### src/hdl/sdm_pkg.sv
// Package for the signed divider: payload types, mode codes and special constants.
// No dependencies.
package sdm_pkg;
	localparam int W = 64;
	localparam logic [1:0] OP_32_32 = 2'd0;
	localparam logic [1:0] OP_64_32 = 2'd1;
	localparam logic [1:0] OP_64_64 = 2'd2;
	localparam logic [1:0] OP_64_32B = 2'd3;
	localparam logic [63:0] HIGH_WORD = 64'hFFFF_FFFF_0000_0000;
	localparam logic [63:0] MODE0_OVF_QUO = 64'h0000_0000_8000_0000;
	localparam logic [63:0] SIGN64 = 64'h8000_0000_0000_0000;

	typedef struct packed {
		logic [1:0] op;
		logic signed [63:0] numerator;
		logic signed [63:0] denominator;
	} req_t;

	typedef struct packed {
		logic signed [63:0] quotient;
		logic signed [63:0] remainder;
		logic zero_divisor;
	} rsp_t;

	// per-item side info carried down the pipe
	typedef struct packed {
		logic special;
		logic [63:0] sq;
		logic [63:0] sr;
		logic qneg;
		logic rneg;
		logic zflag;
	} ctl_t;
endpackage

### src/hdl/sdm_pre.sv
// Front stage: operand selection, special cases, magnitudes.
// Depends on sdm_pkg.
module sdm_pre (
	input sdm_pkg::req_t req,
	output logic [63:0] an,
	output logic [63:0] ad,
	output sdm_pkg::ctl_t ctl
);
	logic [63:0] n, d;
	logic nneg, dneg;
	always_comb begin
		unique case (req.op)
			sdm_pkg::OP_32_32: begin
				n = {{32{req.numerator[31]}}, req.numerator[31:0]};
				d = {{32{req.denominator[31]}}, req.denominator[31:0]};
			end
			sdm_pkg::OP_64_64: begin
				n = req.numerator;
				d = req.denominator;
			end
			default: begin
				n = req.numerator;
				d = {{32{req.denominator[31]}}, req.denominator[31:0]};
			end
		endcase
		nneg = n[63];
		dneg = d[63];
		an = nneg ? 64'(-n) : n;
		ad = dneg ? 64'(-d) : d;
		ctl.qneg = nneg ^ dneg;
		ctl.rneg = nneg;
		ctl.zflag = (req.denominator == '0);
		ctl.special = 1'b1;
		ctl.sr = '0;
		ctl.sq = '0;
		if (d == '0) begin
			ctl.sq = nneg ? 64'd1 : '1;
			if (req.op == sdm_pkg::OP_32_32) ctl.sq = ctl.sq ^ sdm_pkg::HIGH_WORD;
			ctl.sr = n;
		end else if (req.op == sdm_pkg::OP_32_32 && n[31:0] == 32'h8000_0000 && d == '1) begin
			ctl.sq = sdm_pkg::MODE0_OVF_QUO;
		end else if (n == sdm_pkg::SIGN64 && d == '1) begin
			ctl.sq = sdm_pkg::SIGN64;
		end else begin
			ctl.special = 1'b0;
		end
	end
endmodule

### config.mk
export PLATFORM = sky130hd
export DESIGN_NAME = sdm_pre
export DESIGN_NICKNAME = d
export VERILOG_FILES = /design/src/hdl/sdm_pkg.sv /design/src/hdl/sdm_pre.sv
export SDC_FILE = /design/constraint.sdc
export NUM_CORES = 1
export LEC_CHECK = 0
export ABC_AREA = 1
export BUFFER_PORTS_ARGS = -buffer_cell sky130_fd_sc_hd__buf_2
export CELL_PAD_IN_SITES_DETAIL_PLACEMENT = 1
export CELL_PAD_IN_SITES_GLOBAL_PLACEMENT = 1
export CORE_ASPECT_RATIO = 1.4
export CORE_MARGIN = 4
export CORE_UTILIZATION = 28
export DETAILED_ROUTE_END_ITERATION = 10
export PLACE_DENSITY_LB_ADDON = 0.1
export RECOVER_POWER = 100
export SYNTH_ARGS = -nofsm -noshare
export SYNTH_HDL_FRONTEND = slang
export SYNTH_SLANG_ARGS = --single-unit
### constraint.sdc
create_clock -name vclk -period 4.1
set_input_delay 0.615 -clock vclk [all_inputs]
set_output_delay 0.615 -clock vclk [all_outputs]
set_load 0.03 [all_outputs]
==> impl_metrics.py <==
metrics = {
    "clock_tree": {
        "cts_resized": 0,
        "postCtsHoldBufs": 0,
        "post_cts_buffers": 0,
    },
    "cells_and_area": {
        "instances_no_fill": 1901,
        "finalNetCount": 1733,
        "final_core_utilization_pct": 35.8,
        "synthToLayoutAreaGrowth_pct": 25.1,
        "nFlopsAndLatches": 0,
        "clockBufferCount": 0,
        "mostFrequentLayoutCells": "nand2_1, nor2_1, buf_2, inv_1, clkbuf_1",
        "final_common_cell": "nand2_1",
        "drive_gt1_share_pct": 23.8,
        "n_fill_cell": 3447,
        "fin_area_mm2": 0.00816,
        "regArea_um2": 0,
    },
    "critical_path": {
        "startpoint_type": "primary input",
        "endpoint_kind": "output pin",
        "crit_required_ps": 3480,
        "path_common_cell": "nand2_1",
        "crit_family": "simple AND/OR/NAND/NOR gates",
        "cp_num_buf_inv": 3,
        "crit_chain": "buf_2, nor2_2, nand2_1, o21ai_0, nand2_1, nor2_1, nand3_1, nand2_1, nand3_1, nand2_1, nand2_1, inv_1, clkbuf_1",
        "crit_fanout": 10,
        "crit_slowest_cell": "nor2_2",
        "slowest_delay_ps": 430,
        "worstSetupPathType": "in2out",
        "worstPathArrival_ps": 3260,
    },
    "route": {
        "drc": 0,
        "firstDrtPassIters": 5,
        "routed_wl_um": 32200,
        "routed_via_density": 4.68,
        "routedWlPerCell_um": 16.9,
        "drt-initial-drc-count": 365,
        "antenna_left": 0,
        "via_count": 8893,
    },
    "die": {
        "io_pins": 390,
        "dieArea_mm2": 0.0258,
        "die_w_um": 137,
        "core_area_mm2": 0.0228,
        "initial_utilization_pct": 28.6,
        "fp-row-count": 65,
        "die_h_um": 189,
    },
    "global_route": {
        "grt.overflow.total": 0,
        "grt_pass1_vias": 9282,
        "grt_max_degree": 41,
        "grt_pass1_wl_um": 50000,
        "antenna_found_initial": 2,
        "grt_util_all_layers_pct": 23.7,
    },
    "place": {
        "detailed_place_hpwl_um": 28500,
        "place_inst": 1899,
        "post_dp_cell_area_mm2": 0.00836,
        "post-place-ws_ps": 287,
        "gp_congestion": 0.942,
        "port_buffers": 390,
    },
    "status": {
        "status": "completed",
    },
    "logic_synthesis": {
        "ys_seq_area_share_pct": 0,
        "avgSynthCellArea_um2": 5.08,
        "synth_top_area_share_pct": 22.4,
        "yosysTopAreaCell": "nand2_1",
        "synth_cells": 1283,
        "syn-num-nets": 1416,
        "synth_area_leaders": "nand2_1, nor2_1, xor2_1",
        "synth_cell_types": 36,
        "yosysWarnings": 0,
        "syn_area_mm2": 0.00652,
    },
    "min_path": {
        "hold-path-cell-count": 2,
        "worst_hold_path_type": "in2out",
        "hp-start": "req[64]",
        "min_to": "an[0]",
    },
    "sta": {
        "slew_viol_final": 0,
        "finalSetupTns_ps": 0,
        "rsz0062_at_grt": "false",
        "fmax_mhz": 258,
        "setup_ws_ps": 220,
        "holdWs_ps": 1550,
        "slew_headroom_pct": 47.4,
        "setup_viol": 0,
        "fin_crit_sh_pct": 94.6,
        "period_needed_ps": 3880,
        "tightestPinTransition_ps": 789,
        "hold_viol": 0,
    },
    "flow_run": {
        "drv_cap": 0,
    },
    "pwr": {
        "finalPower_mw": 1.22,
        "ir_drop_mv": 0.0894,
        "power.density_mw_per_mm2": 150,
        "p_leak_nw": 4.38,
    },
}
## kinds of logic after synthesis
group | after synthesis | share of synthesized area, %
xor gates and xnor gates | 90 | 12.1
adders and majority gates | 3 | 0.576
buffers and inverters | 260 | 20.1
AOI/OAI and AO/OA | 110 | 9.37
and+or+nand+nor | 820 | 57.9
## metal layers
| layer | GRT usage [%] | part of all wire (%) |
|---|---|---|
| met1 | 27.9 | 40 |
| met2 | 46.2 | 53 |
| met3 | 2.54 | 5.6 |
| met4 | 3.19 | 1.6 |
| met5 | 0 | 0 |
## area by class of cell
cell class / instances / area (um2) / share of cell area (%)
multi-input combinational: 1023 / 5170 / 63.4
tap: 301 / 377 / 4.62
antenna: 2 / 5.00 / 0.0613
inverter: 164 / 618 / 7.58
timing repair buffer: 411 / 1980 / 24.3
## Yosys cell counts (2+ instances only)
cell type and number:
inv_1 156, clkinv_1 2, xnor2_1 14, o211ai_1 2, o21bai_1 2, a21oi_1 24
nor2_4 51, o21ai_2 13, ha_1 3, buf_4 62, nand4_1 15, xor2_1 76
or2_2 2, nand2_1 389, nor3_1 11, buf_8 5, buf_2 17, buf_6 3
nor2_1 220, nand2_4 2, buf_1 3, o21ai_1 14, inv_2 5, clkbuf_1 6
nand3b_1 10, nor4_1 9, nand2_2 5, nor2_2 16, nand3_1 86, o21ai_0 54
## how the worst max path moves through the flow
stage,from,endpoint,slack [ps],cells after the start
finish,req[129],an[53],220,13
global route,req[128],ctl[79],20,15
CTS,req[129],ctl[79],280,15
detailed placement,req[129],ctl[79],290,15
global placement,req[129],an[40],350,13
floorplan,req[0],ctl[69],360,11
## where the power goes
part	switching (mW)	total [mW]	internal, mW
clock	0	0.0000000652	0.0000000652
combinational	0.914	1.22	0.307
sequential	0	0	0
No activity file was read; power rests on OpenSTA's default activity.
