==> config.mk <==
export PLATFORM = sky130hd
export DESIGN_NAME = sdm_stage
export DESIGN_NICKNAME = d
export VERILOG_FILES = /design/src/hdl/sdm_pkg.sv /design/src/hdl/sdm_stage.sv
export SDC_FILE = /design/constraint.sdc
export NUM_CORES = 1
export LEC_CHECK = 0
export BUFFER_PORTS_ARGS = -buffer_cell sky130_fd_sc_hd__buf_2
export CORE_ASPECT_RATIO = 1.2
export CORE_MARGIN = 2
export CORE_UTILIZATION = 43
export DETAILED_ROUTE_END_ITERATION = 7
export PLACE_DENSITY = 0.72
export SYNTH_ARGS = -nofsm -noshare
export SYNTH_HDL_FRONTEND = slang
export SYNTH_SLANG_ARGS = --single-unit
==> constraint.sdc <==
create_clock -name clk -period 22.4 [get_ports clk]
set_input_delay 4.48 -clock clk [delete_from_list [all_inputs] [get_ports clk]]
set_output_delay 4.48 -clock clk [all_outputs]
set_load 0.05 [all_outputs]
==> src/hdl/sdm_pkg.sv <==
// Package for the signed divider: payload types, mode codes and special constants.
// No dependencies.
package sdm_pkg;
	localparam int W = 64;
	localparam logic [1:0] OP_32_32 = 2'd0;
	localparam logic [1:0] OP_64_32 = 2'd1;
	localparam logic [1:0] OP_64_64 = 2'd2;
	localparam logic [1:0] OP_64_32B = 2'd3;
	localparam logic [63:0] HIGH_WORD = 64'hFFFF_FFFF_0000_0000;
	localparam logic [63:0] MODE0_OVF_QUO = 64'h0000_0000_8000_0000;
	localparam logic [63:0] SIGN64 = 64'h8000_0000_0000_0000;

	typedef struct packed {
		logic [1:0] op;
		logic signed [63:0] numerator;
		logic signed [63:0] denominator;
	} req_t;

	typedef struct packed {
		logic signed [63:0] quotient;
		logic signed [63:0] remainder;
		logic zero_divisor;
	} rsp_t;

	// per-item side info carried down the pipe
	typedef struct packed {
		logic special;
		logic [63:0] sq;
		logic [63:0] sr;
		logic qneg;
		logic rneg;
		logic zflag;
	} ctl_t;
endpackage

==> src/hdl/sdm_stage.sv <==
// One restoring-division stage: K quotient bits per register stage.
// Depends on sdm_pkg.
module sdm_stage #(parameter int K = 4) (
	input logic clk,
	input logic en,
	input logic [63:0] rem_i,
	input logic [63:0] num_i,
	input logic [63:0] den_i,
	input sdm_pkg::ctl_t ctl_i,
	output logic [63:0] rem_s1,
	output logic [63:0] num_s1,
	output logic [63:0] den_s1,
	output sdm_pkg::ctl_t ctl_s1
);
	logic [63:0] r, nm;
	logic [64:0] t;
	always_comb begin
		r = rem_i;
		nm = num_i;
		t = '0;
		for (int i = 0; i < K; i++) begin
			t = {r, nm[63]};
			nm = {nm[62:0], 1'b0};
			if (t >= {1'b0, den_i}) begin
				t = t - {1'b0, den_i};
				nm[0] = 1'b1;
			end
			r = t[63:0];
		end
	end
	always_ff @(posedge clk) begin
		if (en) begin
			rem_s1 <= r;
			num_s1 <= nm;
			den_s1 <= den_i;
			ctl_s1 <= ctl_i;
		end
	end
endmodule

==> results of run 1 <==
kinds of logic after synthesis:
group | after synthesis | share of synthesized area, %
AND/OR/NAND/NOR | 809 | 14.0
buffers and inverters | 274 | 4.11
XOR/XNOR | 224 | 6.95
multiplexers | 143 | 6.34
flip-flops | 324 | 34.5
AO/OA/AOI/OAI | 992 | 22.5
adder cells (fa/ha/maj) | 260 | 11.6
final timing paths:
| check | from | to | depth (start not counted) |
|---|---|---|---|
| min | ctl_i[17] | ctl_s1[17] | 1 |
| max | den_i[54] | rem_s1[35] | 53 |
cells in the mapped netlist, drive strengths merged, types with 9 or more instances:
cell    number  share of area (%)
a21oi      329                5.8
edfxtp     324                 34
ha         256                 11
nand2      254                3.4
o21ai      199                3.6
nor2       188                2.5
inv        149                2.0
xnor2      145                4.5
a21o       140                3.7
mux2       132                5.9
clkbuf      90                1.2
xor2        79                2.5
nand4       64                1.4
nand3       60                1.1
o21bai      53                1.4
nor3        41               0.74
and3        39               0.86
o21a        37               0.98
a31oi       36               0.80
buf         35               0.92
nand2b      30               0.67
nor2b       30               0.67
o211ai      24               0.66
a21boi      20               0.53
o31ai       20               0.59
a211oi      19               0.52
and2        19               0.43
and4        19               0.59
nor4        17               0.38
a31o        14               0.43
or3         14               0.31
a221oi      12               0.37
mux2i       11               0.39
nor3b       11               0.29
a221o       10               0.35
a41oi       10               0.31
o41ai        9               0.37
cell usage in the layout, fill, tap and decap left out, types with 23 or more instances in the layout:
master	Yosys	final
o21a_1	37	37
mux2_2	80	80
and3_1	39	39
a21oi_1	328	328
o21bai_1	53	53
nor2_1	188	188
nand4_1	63	63
nor2b_1	30	30
clkbuf_16	0	36
a31oi_1	36	36
edfxtp_1	324	324
xnor2_1	145	145
nand2_1	254	254
buf_2	16	648
ha_1	256	256
nand2b_1	30	30
inv_1	146	146
a21o_1	140	140
nand3_1	60	60
nor3_1	40	40
mux2_4	51	51
xor2_1	79	79
o211ai_1	23	23
o21ai_0	190	190
area by class of cell:
type                    count  area, um^2
fillers                  5998       31500
multi-input cells        2428       17300
flip-flops and latches    324        9730
repair buffers            665        3390
well taps                 832        1040
clock buffers              44         931
inverters                 149         562
clock inverters            19         218
diodes                     15        37.5
flip-flops by register name, summed over array words and instances (netlist names):
register and count:
ctl_s1 132, num_s1 64, rem_s1 64, den_s1 64
power by group through the flow:
stage / logic [mW] / registers [mW] / clock network (mW)
after global routing: 5.11 / 0.951 / 0.627
final: 4.79 / 0.943 / 0.591
after global placement: 4.64 / 0.954 / 0
after detailed placement: 4.69 / 0.955 / 0
after CTS: 4.71 / 0.944 / 0.606
after floorplan: 3.28 / 1.31 / 0
metal layers:
layer  routed length [um]  track usage, %  vias to the layer above
met2                50600            51.6                     1269
met4                 9290            23.1                        2
met3                 6930            4.25                      360
li1                     -               -                    12600
met5                   13               0                        -
met1                38900            33.0                    12500
worst max-delay path, delay by kind of cell:
family / cells / cell delay, ns
adders and majority gates: 4 / 1.67
muxes: 4 / 1.62
AOI/OAI and AO/OA: 17 / 4.81
buffers and inverters: 8 / 2.82
and+or+nand+nor: 20 / 5.49
per-stage QoR:
step	utilization [%]	hold slack [ns]	setup slack (ns)	instance area [um^2]
2_1_floorplan	-	4.58	5.30	28200
3_3_place_gp	49.6	4.66	1.66	32100
3_5_place_dp	49.6	4.66	1.32	32100
4_1_cts	51.3	4.06	1.84	33200
5_1_grt	51.4	4.07	0.733	33200
6_report	51.4	4.09	1.52	33300
==> results.md, run 1 <==
- DR DRC count: 0
- Vias per Instance: around 6.0
- Initial detailed-routing violation count: between 2,000 and 2,500
- Initial antenna violation count: 18
- 1st-pass router iterations: 6
- Max Cap Viol: 0
- Synthesized area: between 0.02 and 0.03 mm^2
- Leakage: 14.9 nW
- Initial core utilization: between 40% and 50%
- Worst setup SP type: input pin
- Psw: 3.08 mW
- Antenna Nets Post-Route: 0
- Switching power share of the total: 48.7%
- Clk sinks: approximately 320
- Synth Net Count: about 3,600
- Overall routing resource usage: roughly 30%
- Gate Count Post-Synth: a little over 3,000
- Yosys cell types: 93
- Max-slew violations: 0
- TritonCTS buffer count: 35
- Vias in the first global route: roughly 25,000
- Setup violators final: 0
- Peak VDD IR: about 0.00013 V
- Power Dens Cells: approximately 190 mW/mm^2
- CP endpoint kind: register
- RSZ-0062 raised after global routing: no
- CTS H-Tree Depth: 2
- Finished Layout Cells: about 4,500
- Clk pwr share: under 10%
- Layout area overhead: 17.8%
- Combinational share of power: 75.7%
- Total setup buffers inserted after CTS: 0
- Vias: 26,700
- Die area: around 0.068 mm^2
- Worst-path clk slew: about 0.07 ns
- Status: finished clean
- Routed len/inst: roughly 24 um
- TNS Setup: 0 ns
- Rows: slightly above 100
- Fin crit share: slightly above 90%
- Fmax achieved: 47.9 MHz
- Post-synthesis sequential area ratio: 34.5%
- Hold_buf cts: 0
- Die X: approximately 240 um
- Worst EP required: 22.70 ns
- Detailed placement HPWL: 87,000 um
- First-pass GRT wire length: between 150,000 and 200,000 um
- Io pins: between 600 and 700
- Post-synth top flop: edfxtp_1
- Syn avg cell area: between 9 and 10 um^2
- Crit path max fanout: 47
- Final hold violations: 0
- Slowest cell delay on critical path: ~0.64 ns
- Hold Path Class: in -> reg
- CTS tree: done
- Clock buffer depth: 3
- Largest net degree at the start of global routing: 94
- Most used cell along the critical path: ha_1
- Asr flop ratio synth: 0%
- Die height: ~280 um
- Pwr Total: around 6.3 mW
- Worst Tran Pin Value: between 1 and 1.5 ns
- Routability Congestion: 1.07
- Crit path kind: in -> reg
- Seq pwr share: between 10% and 20%
- Routed WL: approximately 110,000 um
- Yosys warns: 0
- Final nets: 4,189
- Fraction of layout cells with a size suffix above 1: between 20% and 30%
- Grt total ovfl: 0
- Final Critical Period: between 20 and 25 ns
- Worst slew margin: about 18%
- Inst Count DP: between 4,000 and 5,000
- Slowest CP cell: nor4_1
- CTS Root Buffer Type: clkbuf_16
- Core Region: 0.0647 mm^2
- Internal power: 3.25 mW
- Port-buffer cells: 649
- CTS resizes: 0
- Post-synth EDFFs: between 300 and 400
- Worst EP arrival: between 20 and 25 ns
- Synth Register Bits: 324
(Power assumes the default switching activity.)
==> run 2: changes to the inputs <==
--- a/config.mk
+++ b/config.mk
@@ -6,11 +6,12 @@
 export NUM_CORES = 1
 export LEC_CHECK = 0
 export BUFFER_PORTS_ARGS = -buffer_cell sky130_fd_sc_hd__buf_2
+export CELL_PAD_IN_SITES_DETAIL_PLACEMENT = 0
+export CELL_PAD_IN_SITES_GLOBAL_PLACEMENT = 1
 export CORE_ASPECT_RATIO = 1.2
-export CORE_MARGIN = 2
-export CORE_UTILIZATION = 43
+export CORE_UTILIZATION = 42
 export DETAILED_ROUTE_END_ITERATION = 7
-export PLACE_DENSITY = 0.72
+export PLACE_DENSITY = 0.88
 export SYNTH_ARGS = -nofsm -noshare
 export SYNTH_HDL_FRONTEND = slang
 export SYNTH_SLANG_ARGS = --single-unit
==> results.md, run 2 (synthesis gave the netlist of run 1 again) <==
- Status: finished clean
- Worst Hold End: ctl_s1[108]
- PnR worst setup slack: roughly 0.8 ns
- Worst EP required: 22.71 ns
- Worst Tran Pin Value: roughly 1.4 ns
- Worst setup SP type: input pin
- CTS H-Tree Depth: 2
- DR DRC count: 0
- Met3 Usage GRT: under 10%
- Final Critical Period: between 20 and 25 ns
- Worst slew margin: 5.84%
- Final nets: roughly 4,200
- Hold_buf cts: 0
- Antenna Nets Post-Route: 0
- Die X: approximately 240 um
- Max-slew violations: 0
- Most common cell after layout, fill and taps aside: buf_2
- Clk sinks: approximately 320
- First-pass GRT wire length: 153,000 um
- Fraction of layout cells with a size suffix above 1: approximately 25%
- CP endpoint kind: register
- Fin crit share: between 90% and 100%
- Detailed placement HPWL: between 80,000 and 90,000 um
- Grt total ovfl: 0
- RSZ-0062 raised after global routing: no
- Final hold violations: 0
- Combinational share of power: approximately three quarters
- Slowest CP cell: nor4bb_1
- Switching power share of the total: between 40% and 50%
- CTS resizes: 0
- GR Layer Usage met2: roughly half
- Core Region: between 0.06 and 0.07 mm^2
- TNS Setup: 0 ns
- Psw: 3.05 mW
- Initial antenna violation count: 12
- Slowest cell delay on critical path: ~0.65 ns
- Crit path max fanout: 42
- Vias in the first global route: 25,300
- CTS tree: done
- Leakage: 14.9 nW
- CTS Root Buffer Type: clkbuf_16
- TritonCTS buffer count: 36
- Peak VDD IR: approximately 0.00011 V
- 1st-pass router iterations: 6
- Max Cap Viol: 0
- HP Start: ctl_i[108]
- Clk pwr share: about a tenth
- Rows: 103
- Routability Congestion: between 1 and 1.5
- Crit path kind: in -> reg
- Die area: roughly 0.068 mm^2
- Hold depth: 1
- Internal power: about 3.3 mW
- Total setup buffers inserted after CTS: 0
- Hold Path Class: in -> reg
- Most frequent cells in the layout: buf_2 (648), a21oi_1 (328), edfxtp_1 (324)
- Io pins: between 600 and 700
- Vias per Instance: slightly below 6
- Die height: about 290 um
- Initial detailed-routing violation count: around 2,100
- Fmax achieved: 46.3 MHz
- Max reg flops: 132
- Layout area overhead: 18.1%
- GR peak layer: met2
- Vias: about 26,000
- Worst-path clk slew: roughly 0.06 ns
- Largest net degree at the start of global routing: 94
- Clock buffer depth: 3
- Setup violators final: 0
- Port-buffer cells: 649
- Pwr Total: between 6 and 7 mW
- Power Dens Cells: around 190 mW/mm^2
- Reg with most FFs: ctl_s1
- Routing usage on met1: 33.4%
- Most used cell along the critical path: ha_1
- Initial core utilization: a little over two fifths
- Routed WL: roughly 110,000 um
- Routed len/inst: between 20 and 25 um
- Seq pwr share: between 10% and 20%
- Pre-CTS WS: 0.744 ns
- Overall routing resource usage: 29.8%
- Worst EP arrival: 21.89 ns
## run 2: changes by cell type in the layout (fill, tap and decap cells not counted), sizes merged
cell,change
buf,-3
clkinv,+2
clkinvlp,-1
bufinv,+1
diode,-6
clkbuf,-2
inv,+1
## run 2: metrics by stage
step / util, % / instance area (um^2) / std cells / hold WS [ns]
5_1_grt: 50.4 / 33300 / 4528 / 4.06
3_3_place_gp: 48.6 / 32100 / 4455 / 4.66
6_report: 50.4 / 33300 / 4528 / 4.08
4_1_cts: 50.4 / 33300 / 4519 / 4.05
2_1_floorplan: - / 28200 / 3026 / 4.58
3_5_place_dp: 48.6 / 32100 / 4455 / 4.66
## run 2: layout make-up
type / count / area, um^2
antenna: 9 / 22.5
clock buffer: 42 / 923
clock inverter: 22 / 280
fill: 6275 / 32800
inverter: 149 / 562
multi-input combinational: 2428 / 17300
sequential: 324 / 9730
tap: 892 / 1120
timing repair buffer: 662 / 3360
## run 2: worst max-delay path by stage
stage,end,slack (ns),from,cells after the start
after floorplan,rem_s1[62],5.30,den_i[22],55
after global placement,rem_s1[32],0.94,den_i[54],53
after detailed placement,rem_s1[39],0.74,den_i[54],53
after CTS,rem_s1[48],1.28,den_i[54],53
after global routing,rem_s1[32],0.14,den_i[54],53
final,rem_s1[48],0.82,den_i[54],53
## run 2: power by group through the flow
stage,Combinational (mW),Sequential (mW),Clock [mW]
floorplan,3.28,1.31,0
global placement,4.62,0.960,0
detailed placement,4.64,0.959,0
CTS,4.67,0.949,0.632
global route,5.06,0.956,0.650
finish,4.74,0.947,0.614
## run 2: critical path: cells and delay by family
kind	cells	cell delay [ns]
AO/OA/AOI/OAI	20	5.53
multiplexers	4	1.62
AND/OR/NAND/NOR	17	5.29
buffers and inverters	8	3.08
adder cells (fa/ha/maj)	4	1.71
## run 2: layer usage
layer	up-vias	routed length (um)	share of wire [%]
met4	2	8130	7.7
li1	12500	-	-
met1	12500	39700	37
met2	1159	51500	49
met3	279	6630	6.3
met5	-	13	0.012
==> run 3: changes to the inputs <==
--- a/config.mk
+++ b/config.mk
@@ -9,9 +9,9 @@
 export CELL_PAD_IN_SITES_DETAIL_PLACEMENT = 0
 export CELL_PAD_IN_SITES_GLOBAL_PLACEMENT = 1
 export CORE_ASPECT_RATIO = 1.2
-export CORE_UTILIZATION = 42
+export CORE_UTILIZATION = 40
 export DETAILED_ROUTE_END_ITERATION = 7
-export PLACE_DENSITY = 0.88
+export PLACE_DENSITY = 0.85
 export SYNTH_ARGS = -nofsm -noshare
 export SYNTH_HDL_FRONTEND = slang
 export SYNTH_SLANG_ARGS = --single-unit
==> results.md, run 3 (synthesis gave the netlist of run 1 again) <==
- Status: finished clean
- Max reg flops: ~130
- Crit path max fanout: between 40 and 50
- Io pins: 650
- Detailed placement HPWL: roughly 90,000 um
- Routed len/inst: 24.1 um
- Fraction of layout cells with a size suffix above 1: 24.6%
- Worst EP required: around 23 ns
- DR DRC count: 0
- Power Dens Cells: 188 mW/mm^2
- Worst-path clk slew: 0.06 ns
- CTS tree: done
- Rows: about 110
- Slowest cell delay on critical path: 0.85 ns
- Crit path kind: in -> reg
- Die height: between 200 and 300 um
- Worst setup SP type: input pin
- Layout area overhead: 18.0%
- TNS Setup: 0 ns
- First-pass GRT wire length: 158,000 um
- Port-buffer cells: approximately 650
- HP Start: num_i[22]
- Hold_buf cts: 0
- Fmax achieved: 47.5 MHz
- Initial detailed-routing violation count: just over 2,000
- Peak VDD IR: 0.000163 V
- 1st-pass router iterations: 6
- PnR worst setup slack: between 1 and 1.5 ns
- Most frequent cells in the layout: buf_2 (648), a21oi_1 (328), edfxtp_1 (324)
- Vias: between 20,000 and 30,000
- Clock buffer depth: 3
- Max Cap Viol: 0
- RSZ-0062 raised after global routing: no
- Hold Path Class: in -> reg
- Die area: 0.0716 mm^2
- Overall routing resource usage: between 20 and 30%
- Routability Congestion: ~1.1
- CTS resizes: 0
- CTS Root Buffer Type: clkbuf_16
- Most used cell along the critical path: ha_1
- Fin crit share: 94.0%
- Leakage: approximately 15 nW
- Final Critical Period: 21.06 ns
- Largest net degree at the start of global routing: roughly 130
- Total setup buffers inserted after CTS: 0
- Routed WL: 110,000 um
- Slowest CP cell: nor4_1
- Reg with most FFs: ctl_s1
- Grt total ovfl: 0
- Core Region: around 0.07 mm^2
- Final nets: 4,189
- Max-slew violations: 0
- Initial core utilization: between 40% and 50%
- CP endpoint kind: register
- Hold depth: 1
- Initial antenna violation count: 10
- Clk sinks: approximately 320
- Setup violators final: 0
- Pwr Total: 6.27 mW
- Final hold violations: 0
- TritonCTS buffer count: 35
- Worst slew margin: between 20% and 30%
- Die X: 244 um
- Antenna Nets Post-Route: 0
- Vias per Instance: between 5 and 6
- CTS H-Tree Depth: 2
- Worst Tran Pin Value: about 1.1 ns
- Pre-CTS WS: between 1 and 1.5 ns
- Worst Hold End: num_s1[26]
- Vias in the first global route: between 20,000 and 30,000
- Worst EP arrival: between 20 and 25 ns
- Most common cell after layout, fill and taps aside: buf_2
==> run 3: cell types whose count changed in the layout (fill, tap and decap cells not counted) <==
cell / previous run / this run
buf_12: 0 / 3
bufinv_16: 5 / 1
clkbuf_16: 36 / 35
clkinv_1: 2 / 8
clkinv_2: 7 / 4
clkinv_4: 2 / 1
clkinv_8: 1 / 2
clkinvlp_4: 1 / 5
diode_2: 9 / 6
inv_6: 3 / 1
==> run 3: cell type report <==
class                      instances  area [um^2]
fill                            6729        36500
inverter                         149          562
timing repair buffer             665         3420
clock inverter                    23          188
tap                              918         1150
antenna                            6         15.0
sequential                       324         9730
multi-input combinational       2428        17300
clock buffer                      41          898
==> run 3: per-layer routing <==
| metal | track usage (%) | vias to the layer above | routed length, um | part of all wire, % |
|---|---|---|---|---|
| li1 | - | 12500 | - | - |
| met1 | 32.4 | 12400 | 40600 | 37 |
| met2 | 51.9 | 1102 | 54300 | 50 |
| met3 | 3.45 | 288 | 6090 | 5.6 |
| met4 | 21.3 | 2 | 8570 | 7.8 |
| met5 | 0 | - | 13 | 0.012 |
==> run 3: per-stage QoR <==
stage	hold slack [ns]	utilization, %	cell area, um^2	std cells
6_report	4.09	47.7	33300	4554
5_1_grt	4.07	47.7	33300	4553
4_1_cts	4.06	47.7	33300	4548
3_5_place_dp	4.66	46.2	32200	4484
3_3_place_gp	4.66	46.2	32200	4484
2_1_floorplan	4.58	-	28200	3026
==> run 3: where the power goes <==
part	total (mW)	internal (mW)	switching, mW
clock	0.560	0.304	0.255
sequential	0.948	0.913	0.0351
combinational	4.76	2.00	2.77
==> run 3: how the worst max path moves through the flow <==
stage	startpoint	endpoint	slack, ns	depth (start not counted)
after CTS	den_i[54]	rem_s1[51]	1.68	52
final	den_i[54]	rem_s1[34]	1.34	52
after detailed placement	den_i[54]	rem_s1[25]	1.11	52
after global routing	den_i[54]	rem_s1[34]	0.90	53
after floorplan	den_i[22]	rem_s1[62]	5.30	55
after global placement	den_i[54]	rem_s1[29]	1.39	52
==> run 3: critical path: cells and delay by family <==
family                   cells  cell delay, ns
AO/OA/AOI/OAI               19            5.28
adder cells (fa/ha/maj)      4            1.62
AND/OR/NAND/NOR             18            6.07
multiplexers                 3            1.17
buffers and inverters        8            2.60
